--- src/hdl/rbsi_pkg.sv ---
package rbsi_pkg;

	// Coordinate word and fraction width of the fixed-point format.
	localparam int COORD_BITS = 32;
	localparam int FRAC_BITS  = 16;
	localparam int EPS_BITS   = 16;
	localparam int T_BITS     = COORD_BITS - 1;

	localparam logic [EPS_BITS-1:0] EPS_RESET = EPS_BITS'(1);

	typedef logic signed [COORD_BITS-1:0] coord_t;

	typedef struct packed {
		coord_t origin_x;
		coord_t origin_y;
		coord_t origin_z;
		coord_t dir_x;
		coord_t dir_y;
		coord_t dir_z;
		coord_t box_min_x;
		coord_t box_min_y;
		coord_t box_min_z;
		coord_t box_max_x;
		coord_t box_max_y;
		coord_t box_max_z;
	} in_t;

	typedef struct packed {
		logic              hit;
		logic [T_BITS-1:0] t_near;
		logic [T_BITS-1:0] t_far;
	} out_t;

	// What one axis lane hands to the merging stage.
	typedef struct packed {
		coord_t t_lo;
		coord_t t_hi;
		logic   par;
		logic   ins;
	} axis_res_t;

endpackage

--- src/hdl/rbsi_merge.sv ---
module rbsi_merge (
	input  logic                clk,
	input  logic                adv,
	input  rbsi_pkg::axis_res_t ax [3],
	output rbsi_pkg::out_t      data
);
	import rbsi_pkg::*;

	localparam coord_t T_CAP = coord_t'({1'b0, {(COORD_BITS-1){1'b1}}});

	coord_t tmin;
	coord_t tmax;
	logic   ok;
	out_t   out_q;

	// Narrow the interval over the non-parallel axes; parallel ones must contain the origin.
	always_comb begin
		tmin = '0;
		tmax = T_CAP;
		ok   = 1'b1;
		for (int i = 0; i < 3; i++) begin
			if (ax[i].par) begin
				if (!ax[i].ins) begin
					ok = 1'b0;
				end
			end else begin
				if (ax[i].t_lo > tmin) begin
					tmin = ax[i].t_lo;
				end
				if (ax[i].t_hi < tmax) begin
					tmax = ax[i].t_hi;
				end
			end
		end
		if (tmin > tmax) begin
			ok = 1'b0;
		end
	end

	always_ff @(posedge clk) begin
		if (adv) begin
			out_q.hit    <= ok;
			out_q.t_near <= ok ? tmin[T_BITS-1:0] : '0;
			out_q.t_far  <= ok ? tmax[T_BITS-1:0] : '0;
		end
	end

	assign data = out_q;

endmodule

--- config.mk ---
export PLATFORM = sky130hd
export DESIGN_NAME = rbsi_merge
export DESIGN_NICKNAME = d
export VERILOG_FILES = /design/src/hdl/rbsi_pkg.sv /design/src/hdl/rbsi_merge.sv
export SDC_FILE = /design/constraint.sdc
export NUM_CORES = 1
export LEC_CHECK = 0
export ABC_CLOCK_PERIOD_IN_PS = 10920
export BUFFER_PORTS_ARGS = -buffer_cell sky130_fd_sc_hd__buf_2
export CORE_MARGIN = 2
export CORE_UTILIZATION = 40
export CTS_BUF_LIST = sky130_fd_sc_hd__clkbuf_16
export DETAILED_ROUTE_END_ITERATION = 16
export PLACE_DENSITY = 0.7
export SKIP_CTS_REPAIR_TIMING = 1
export SYNTH_ARGS = -nofsm -noshare
export SYNTH_HDL_FRONTEND = slang
export SYNTH_SLANG_ARGS = --single-unit
--- constraint.sdc ---
create_clock -name clk -period 10.92 [get_ports clk]
set_input_delay 1.638 -clock clk [delete_from_list [all_inputs] [get_ports clk]]
set_output_delay 1.638 -clock clk [all_outputs]
set_load 0.05 [all_outputs]
# --- Word level (Yosys, flattened, before mapping) ---
# Index checks and enable logic that the tools add are counted.
totals:
  inputBits: 200
  register_bits: 63
  output_inout_bits: 63
  elab_cells: 29
classes:
  n_lt_le_gt_ge: 7
  mux: 19
op_table:
  columns: ["cell", "n"]
  rows:
  - ["two-way mux 32 bit", 12]
  - ["greater-than comparator 32 bit", 3]
  - ["less-than comparator 32 bit", 2]
  - ["greater-than comparator 32 x 1 -> 1 bit (second input constant)", 1]
  - ["less-than comparator 32 bit (second input constant)", 1]
  - ["two-way mux 1 bit", 7]

# --- Logic depth before layout (Yosys ltp) ---
# Gate-level depths: netlist of the first run.
depth:
  ltp_word: 11
  ltp_mapped: 42
  depth_no_buf: 36

# --- Worst setup path before layout of the first run ---
# OpenSTA, ideal clock, no wires.
synth_timing:
  path_type: "input to register"
  start: "in ax[179] (netlist bit)"
  end: "reg out_q, in the netlist data[1], data pin"
  t_required_ns: 10.655
  setup_ns: 0.265
  slack_ns: 0.952
  cell_stages: 41
  arrival_time_ns: 9.703
  cell_sequence: "nor4_1 -> nand4_1 -> nor2_1 -> nor3_1 -> clkbuf_1 -> clkbuf_1 -> nand2_1 -> ha_1 -> a21o_1 -> nand3_1 -> a21oi_1 -> o31a_1 -> nor3_1 -> mux2i_4 -> clkbuf_1 -> mux2i_1 -> inv_1 -> ha_1 -> [... 5 more ...] -> o21ai_0 -> mux2i_1 -> or3_1 -> clkbuf_1 -> buf_2 -> a21oi_1 -> ha_1 -> a21o_1 -> a21o_1 -> a2111oi_0 -> o31ai_1 -> a2111oi_0 -> nand3_1 -> mux2_2 -> nand2_1 -> buf_2 -> buf_1 -> nor2_1"
synth_between:
  elab_chain_cells: 11
synth_lines:
  columns: ["element", "line_no", "rtl"]
  rows:
  - ["start: declaration", "rbsi_merge.sv:4", "input rbsi_pkg::axis_res_t ax [3],"]
  - ["greater-than comparator 32 x 1 -> 1 bit", "rbsi_merge.sv:27", "if (ax[i].t_lo > tmin) begin"]
  - ["two-way mux 32 bit (*)", "rbsi_merge.sv:27", null]
  - ["two-way mux 32 bit (*)", "rbsi_merge.sv:22", "if (ax[i].par) begin"]
  - ["greater-than comparator 32 bit", "rbsi_merge.sv:27", null]
  - ["two-way mux 32 bit", "rbsi_merge.sv:27", null]
  - ["two-way mux 32 bit (*)", "rbsi_merge.sv:22", null]
  - ["greater-than comparator 32 bit", "rbsi_merge.sv:27", null]
  - ["two-way mux 32 bit", "rbsi_merge.sv:27", null]
  - ["two-way mux 32 bit (*)", "rbsi_merge.sv:22", null]
  - ["named net tmin[9]", "rbsi_merge.sv:11", "coord_t tmin;"]
  - ["greater-than comparator 32 bit (*)", "rbsi_merge.sv:35", "if (tmin > tmax) begin"]
  - ["two-way mux 1 bit (*)", "rbsi_merge.sv:35", null]
  - ["end: declaration", "rbsi_merge.sv:14", "out_t out_q;"]
# The timed path passes the listed nets; every way through them passes the cells marked *.
# A chain may end at the register's enable or synchronous reset.

# --- Final worst setup path of the first run ---
layout_timing:
  start: "in ax[165] (netlist bit)"
  end: "reg out_q, in the netlist data[59], data pin"
layout_between:
  elab_chain_cells: 11
layout_lines:
  columns: ["element", "line_no", "rtl"]
  rows:
  - ["less-than comparator 32 bit", "rbsi_merge.sv:30", "if (ax[i].t_hi < tmax) begin"]
  - ["two-way mux 32 bit (*)", "rbsi_merge.sv:30", null]
  - ["two-way mux 32 bit (*)", "rbsi_merge.sv:22", null]
  - ["less-than comparator 32 bit", "rbsi_merge.sv:30", null]
  - ["two-way mux 32 bit", "rbsi_merge.sv:30", null]
  - ["two-way mux 32 bit (*)", "rbsi_merge.sv:22", null]
  - ["less-than comparator 32 bit", "rbsi_merge.sv:30", null]
  - ["two-way mux 32 bit", "rbsi_merge.sv:30", null]
  - ["two-way mux 32 bit (*)", "rbsi_merge.sv:22", null]
  - ["greater-than comparator 32 bit (*)", "rbsi_merge.sv:35", null]
  - ["two-way mux 1 bit (*)", "rbsi_merge.sv:35", null]
# Mark *: on every way between the ends. The rest lies on a longest branch, timed or not.

==> out/summary.txt, run 1 <==
CTS tree: built
Max Slew Vio Count: 0
Worst EP arrival: 10.47 ns
combinational fraction of design power: 0.528
Max stage delay on crit path: 0.50 ns
internal power: 726.3 uW
Leakage Power: 4.918 nW
All-Layer GR Usage: 0.2330
final setup fails: 0
Seq pwr share: 0.260
Clk pin slew, worst setup/hold paths: 0.05 ns
Startpoint Class: primary input
CP Capture Type: register
layout filler cell count: 1974
Post-Syn Nets: 1339
routed vias/inst: 5.448
CORE AREA: 20300 um2
register bit total from synthesis: 63
Clk network pwr share: 0.212
vias in the first global route: 7956
pwr dens: 122.1 nW/um2
Worst Path Required: 11.05 ns
Gate Count Post-Synth: 982
CTS max path bufs: 2
final wirelength: 26340 um
depth of the CTS H-tree: 3
top cells by area, synth: ha_1 (24%), edfxtp_1 (23%), mux2i_1 (7.9%)
class of the worst hold path: in -> reg
YS warnings: 0
row count: 52
GRT overflow: 0
critical path's slowest cell: a2111oi_1
Switch Pwr: 532.7 uW
sequential-to-total area share from yosys stat: 0.2285
CTS Sinks: 63
DRC Markers: 0
Detail Route Antenna Nets: 0
Final min period: 10.34 ns
Post-synth EDFFs: 63
Starting Density: 0.4078
Fmax: 96.73 MHz
Initial DRC Count: 464
Die Y: 147.9 um
Async S/R FF share, synth: 0
routability cong.: 0.9183
n_diodes: 0
Power, Total: 1.259 mW
CTS Buf Count: 9
IO Port Bufs: 262
Yosys top cell by area: ha_1
ratio of cells with drive above 1 in the final layout: 0.2751
fin cells: 1513
area delta synth->final: 24.52%
wire length per cell: 17.41 um
die area: 21860 um2
DP HPWL: 22880 um
maximum fanout count along the critical path: 32
Avg Cell Area, Syn: 8.430 um2
worst-margin pin slew: 0.8070 ns
kind of critical path: in -> reg
period utilization: 0.9467
slew margin rel.: 0.4620
Root Driver: clkbuf_16
RSZ-0062 raised after global routing: no
status: complete, no violations
Final Hold Fails: 0
Setup TNS: 0 ns
largest net degree at the start of global routing: 64
first-pass GRT wire length: 40170 um
nets@finish: 1595
Vias: 8243
max reg flops: 63
TritonRoute pass-1 iters: 7
num ports: 263
Cell Area, Synth: 8278 um2
maxcap violations: 0
Placed Instances: 1494
CP dominant cell by count: ha_1
sw frac: 0.4231
Cell variety after synth: 52
maximum vdd drop: 0.07024 mV
antenna violations before repair: 1
Die W: 147.9 um
Synth Flop Type: edfxtp_1
top-area cell type share of the netlist area: 0.2373
[path summary, 6_finish.rpt]
path,start,endpoint,slack (ns),cells after the start
min,ax[61],data[58]$_SDFFCE_PN0P_,1.76,3
max,ax[165],data[59]$_SDFFCE_PN0P_,0.58,36
[critical path: cells and delay by family]
kind                     cells  cell delay (ns)
AO/OA/AOI/OAI               14             3.38
AND/OR/NAND/NOR             11             2.39
buffers and inverters        5             1.15
multiplexers                 3             0.96
adder cells (fa/ha/maj)      3             0.92
[cells in the final DEF (no fill, tap or decap), types with 7 or more instances in the layout]
cell       synthesis  routed
a211oi_1          35      35
a21o_1            13      12
a21oi_1           73      73
buf_2             10     262
buf_4              1      17
clkbuf_16          0       9
edfxtp_1          63      63
ha_1             157     157
inv_1            130     131
mux2_2            32      32
mux2i_1           65      63
nand2_1           61      60
nand2b_1           8       8
nand3_1           12      12
nand4_1           41      41
nor2_1            91      91
nor3_1            12      11
nor4_1            43      40
o211ai_1           7       7
o21ai_0           30      30
[layout make-up]
type,instances,area (um2),share of cell area
clock buffers,9,225.2,0.02185
repair buffers,283,1519,0.1474
well taps,270,337.8,0.03277
flip-flops and latches,63,1892,0.1835
multi-input cells,751,5791,0.5618
clock inverters,7,55.05,0.005341
inverters,130,488.0,0.04734
[cells in the mapped netlist, drive strengths merged, types with 2 or more instances]
library cell	number
a31oi	4
nand3	12
clkbuf	24
or4	3
or3	2
edfxtp	63
o2111ai	3
nand2b	8
nor2	91
ha	157
nor2b	5
o211ai	7
nand2	61
a21boi	3
nor4	44
a21o	13
mux2	33
o21ai	30
o21a	6
or2	2
a2111oi	3
and2	6
nor3	13
nand4	41
o211a	2
buf	14
o221ai	2
a211oi	35
a21oi	73
a211o	2
nand4b	2
and4	5
mux2i	66
o31ai	6
inv	130
[through the flow]
step	setup WS, ns	utilization	instance area [um2]	hold WS, ns
CTS	-0.08885	0.5052	10260	1.746
global route	0.03323	0.5078	10310	1.782
floorplan	0.9522	-	8278	1.751
global placement	-0.1772	0.4914	9976	2.076
finish	0.5818	0.5078	10310	1.760
detailed placement	-0.3963	0.4914	9976	2.085
[power groups by stage]
stage / Sequential [mW] / Combinational, mW / Clock (mW)
6_report: 0.328 / 0.665 / 0.267
5_1_grt: 0.330 / 0.730 / 0.282
4_1_cts: 0.328 / 0.660 / 0.273
3_5_place_dp: 0.333 / 0.658 / 0
3_3_place_gp: 0.333 / 0.647 / 0
2_1_floorplan: 0.450 / 0.331 / 0
[layer usage]
metal	wire, um	GRT usage	up-vias
li1	-	-	4149
met1	11950	0.3128	3777
met2	12120	0.3926	294
met3	1894	0.04012	21
met4	367	0.05476	2
met5	13	0	-
[cells by family after synthesis]
group           synth area share
fa+ha+maj                 0.2373
buf+inv                  0.07815
simple gates              0.1788
mux                       0.1262
other cells            0.0004530
flops                     0.2285
compound gates            0.1505
Note: power is estimated with default switching activity, not from simulation.
==> run 2, diff against run 1 <==
--- a/config.mk
+++ b/config.mk
@@ -7,11 +7,13 @@
 export LEC_CHECK = 0
 export ABC_CLOCK_PERIOD_IN_PS = 10920
 export BUFFER_PORTS_ARGS = -buffer_cell sky130_fd_sc_hd__buf_2
+export CELL_PAD_IN_SITES_DETAIL_PLACEMENT = 1
+export CELL_PAD_IN_SITES_GLOBAL_PLACEMENT = 1
 export CORE_MARGIN = 2
-export CORE_UTILIZATION = 40
+export CORE_UTILIZATION = 39
 export CTS_BUF_LIST = sky130_fd_sc_hd__clkbuf_16
 export DETAILED_ROUTE_END_ITERATION = 16
-export PLACE_DENSITY = 0.7
+export PLACE_DENSITY_LB_ADDON = 0.05
 export SKIP_CTS_REPAIR_TIMING = 1
 export SYNTH_ARGS = -nofsm -noshare
 export SYNTH_HDL_FRONTEND = slang
==> out/summary.txt, run 2 (same netlist as run 1, synthesis figures left out) <==
status: complete, no violations
TritonRoute pass-1 iters: 4
All-Layer GR Usage: 0.2408
vias in the first global route: 8532
Vias: 8226
Buf+Inv Stages, Crit Path: 8
max reg flops: 63
routability cong.: 0.8843
largest net degree at the start of global routing: 64
Top delay family on crit path: compound AO/OA/AOI/OAI gates
Worst Hold Slack: 1.759 ns
pwr dens: 123.8 nW/um2
maximum vdd drop: 0.06805 mV
fin area: 10380 um2
area delta synth->final: 25.44%
Detail Route Antenna Nets: 0
period utilization: 0.9210
CP Capture Type: register
DP HPWL: 24110 um
Setup TNS: 0 ns
class of the worst hold path: in -> reg
Post-Route Utilization: 0.4955
Fmax: 99.43 MHz
DP Area: 10010 um2
final wirelength: 27490 um
critical path's slowest cell: or3_2
Placed Instances: 1506
CORE AREA: 20960 um2
Hold Path Stages: 3
worst-margin pin slew: 0.8027 ns
Hold Crit Endpoint: data[60]$_SDFFCE_PN0P_
final setup fails: 0
nets@finish: 1604
Root Driver: clkbuf_16
routed vias/inst: 5.380
Final Hold Fails: 0
CTS Buf Count: 9
CP Launch Point: ax[168]
CP dominant cell by count: buf_4
die area: 22410 um2
GRT overflow: 0
commonest non-fill, non-tap cells in the layout: buf_2 (262), ha_1 (157), inv_1 (132)
RSZ-0062 raised after global routing: no
maximum fanout count along the critical path: 29
Worst Path Required: 11.07 ns
CTS tree: built
num ports: 263
wire length per cell: 17.98 um
antenna violations before repair: 2
Initial DRC Count: 239
DRC Markers: 0
CTS max path bufs: 2
Startpoint Class: primary input
CTS Sinks: 63
Max Slew Vio Count: 0
Starting Density: 0.3950
fin cells: 1529
commonest non-fill, non-tap cell in the layout: buf_2
ratio of cells with drive above 1 in the final layout: 0.2788
Die Y: 149.7 um
slew margin rel.: 0.4648
row count: 53
Leakage Power: 4.971 nW
first-pass GRT wire length: 42420 um
layout filler cell count: 2631
Clk pin slew, worst setup/hold paths: 0.05 ns
Worst EP arrival: 10.20 ns
maxcap violations: 0
IO Port Bufs: 262
depth of the CTS H-tree: 3
Die W: 149.7 um
kind of critical path: in -> reg
Final min period: 10.06 ns
Max stage delay on crit path: 0.53 ns
Hold Crit Start: ax[63]
[run 2: changes by cell type in the layout (fill, tap and decap cells not counted), sizes merged]
cell,before,now
bufinv,1,2
buf,283,292
inv,131,132
diode,0,2
clkinv,5,3
[run 2: where the power goes]
part | leakage, nW | internal, mW | switching (mW)
combinational | 4.21 | 0.242 | 0.428
sequential | 0.602 | 0.314 | 0.0133
clock | 0.157 | 0.196 | 0.0932
[run 2: worst max-delay path by stage]
| stage | slack, ns | cells after the start | end |
|---|---|---|---|
| 6_report | 0.86 | 40 | data[33]$_SDFFCE_PN0P_ |
| 3_5_place_dp | -0.08 | 40 | data[33]$_SDFFCE_PN0P_ |
| 5_1_grt | 0.03 | 41 | data[53]$_SDFFCE_PN0P_ |
| 2_1_floorplan | 0.95 | 41 | data[1]$_SDFFCE_PN0P_ |
| 4_1_cts | 0.21 | 40 | data[33]$_SDFFCE_PN0P_ |
| 3_3_place_gp | 0.17 | 40 | data[35]$_SDFFCE_PN0P_ |
[run 2: area by class of cell]
| type | instances | area, um2 | share of cell area |
|---|---|---|---|
| Antenna cell | 2 | 5.005 | 0.0004820 |
| Clock buffer | 9 | 225.2 | 0.02169 |
| Clock inverter | 7 | 80.08 | 0.007712 |
| Inverter | 130 | 488.0 | 0.04699 |
| Multi-Input combinational cell | 751 | 5776 | 0.5562 |
| Sequential cell | 63 | 1892 | 0.1822 |
| Tap cell | 275 | 344.1 | 0.03314 |
| Timing Repair Buffer | 292 | 1574 | 0.1516 |
[run 2: routing by layer]
layer	part of all wire	track usage	routed length [um]	up-vias
li1	-	-	-	4165
met1	0.45	0.3048	12370	3823
met2	0.48	0.4337	13120	219
met3	0.060	0.03476	1643	19
met4	0.013	0.05330	352	0
met5	0	0	0	-
[run 2: per-stage QoR]
step / setup WS, ns / total power [mW]
after floorplan: 0.9522 / 0.7816
after global placement: 0.1746 / 0.9806
after detailed placement: -0.08047 / 0.9969
after CTS: 0.2126 / 1.290
after global routing: 0.02535 / 1.371
final: 0.8625 / 1.285
==> run 3, diff against run 2 <==
--- a/config.mk
+++ b/config.mk
@@ -7,9 +7,9 @@
 export LEC_CHECK = 0
 export ABC_CLOCK_PERIOD_IN_PS = 10920
 export BUFFER_PORTS_ARGS = -buffer_cell sky130_fd_sc_hd__buf_2
-export CELL_PAD_IN_SITES_DETAIL_PLACEMENT = 1
+export CELL_PAD_IN_SITES_DETAIL_PLACEMENT = 0
 export CELL_PAD_IN_SITES_GLOBAL_PLACEMENT = 1
-export CORE_MARGIN = 2
+export CORE_MARGIN = 4
 export CORE_UTILIZATION = 39
 export CTS_BUF_LIST = sky130_fd_sc_hd__clkbuf_16
 export DETAILED_ROUTE_END_ITERATION = 16
==> out/summary.txt, run 3 (same netlist as run 1, synthesis figures left out) <==
status: complete, no violations
vias in the first global route: 8018
antenna violations before repair: 4
Hold Path Stages: 3
GRT overflow: 0
Buf+Inv Stages, Crit Path: 7
first-pass GRT wire length: 40930 um
n_diodes: 0
IO Port Bufs: 262
routability cong.: 0.8829
area of the multi-input gates: 5776 um2
Post-Route Utilization: 0.4922
Leakage Power: 4.928 nW
slew margin rel.: 0.4550
maxcap violations: 0
DP HPWL: 23100 um
die area: 23620 um2
depth of the CTS H-tree: 3
Max Slew Vio Count: 0
num ports: 263
CTS Sinks: 63
Startpoint Class: primary input
maximum fanout count along the critical path: 29
final wirelength: 26300 um
Top delay family on crit path: compound AO/OA/AOI/OAI gates
CTS Buf Count: 9
CTS max path bufs: 2
Root Driver: clkbuf_16
Worst Path Required: 11.06 ns
area delta synth->final: 24.61%
final setup fails: 0
CTS tree: built
Max stage delay on crit path: 0.55 ns
max reg flops: 63
row count: 53
Final min period: 10.19 ns
Starting Density: 0.3950
CP Capture Type: register
maximum vdd drop: 0.08162 mV
TritonRoute pass-1 iters: 5
Power, Total: 1.274 mW
Vias: 8083
Worst EP arrival: 10.33 ns
All-Layer GR Usage: 0.2131
Clk pin slew, worst setup/hold paths: 0.05 ns
layout filler cell count: 2113
period utilization: 0.9328
Critical Path Stages: 39
Setup TNS: 0 ns
commonest non-fill, non-tap cells in the layout: buf_2 (262), ha_1 (157), inv_1 (132)
CORE AREA: 20960 um2
Final Hold Fails: 0
Fmax: 98.17 MHz
largest net degree at the start of global routing: 64
Die Y: 153.7 um
wire length per cell: 17.32 um
RSZ-0062 raised after global routing: no
Detail Route Antenna Nets: 0
Initial DRC Count: 379
commonest non-fill, non-tap cell in the layout: buf_2
kind of critical path: in -> reg
class of the worst hold path: in -> reg
critical path's slowest cell: or3_2
ratio of cells with drive above 1 in the final layout: 0.2743
Die W: 153.7 um
CP Launch Point: ax[176]
register area: 1892 um2
pwr dens: 123.5 nW/um2
worst-margin pin slew: 0.8176 ns
nets@finish: 1595
Critical Path End: data[53]$_SDFFCE_PN0P_
routed vias/inst: 5.325
DRC Markers: 0
[run 3: changes by cell type in the layout (fill, tap and decap cells not counted), sizes merged]
cell,delta
buf,-9
diode,-2
[run 3: worst min path at each step]
stage / from / endpoint / slack [ns]
floorplan: adv / data[0]$_SDFFCE_PN0P_ / 1.75
global placement: ax[62] / data[59]$_SDFFCE_PN0P_ / 2.07
detailed placement: ax[62] / data[59]$_SDFFCE_PN0P_ / 2.08
CTS: ax[41] / data[38]$_SDFFCE_PN0P_ / 1.75
global route: ax[58] / data[55]$_SDFFCE_PN0P_ / 1.78
finish: ax[41] / data[38]$_SDFFCE_PN0P_ / 1.76
[run 3: routing by layer]
metal  vias to the layer above  track usage  share of wire
met4                         8      0.04289          0.013
met3                        25      0.04109          0.064
met2                       246       0.3622           0.46
met5                         -            0         0.0011
met1                      3657       0.2837           0.46
li1                       4147            -              -
[run 3: where the power goes]
part	internal, mW	leakage [nW]	switching, mW
Combinational	0.237	4.17	0.420
Sequential	0.314	0.602	0.0124
Clock	0.196	0.157	0.0943
[run 3: layout make-up]
type,count,share of cell area
Inverter,130,0.04731
Timing Repair Buffer,283,0.1464
Sequential cell,63,0.1834
Multi-Input combinational cell,751,0.5599
Tap cell,275,0.03336
Clock buffer,9,0.02183
Clock inverter,7,0.007763
[run 3: metrics by stage]
step,hold slack (ns),setup slack [ns],instances,instance area (um2)
after floorplan,1.751,0.9522,982,8278
after global placement,2.074,0.1803,1502,9992
after detailed placement,2.082,0.09294,1502,9992
after CTS,1.752,0.4041,1518,10300
after global routing,1.776,0.07904,1518,10310
final,1.756,0.7334,1518,10310
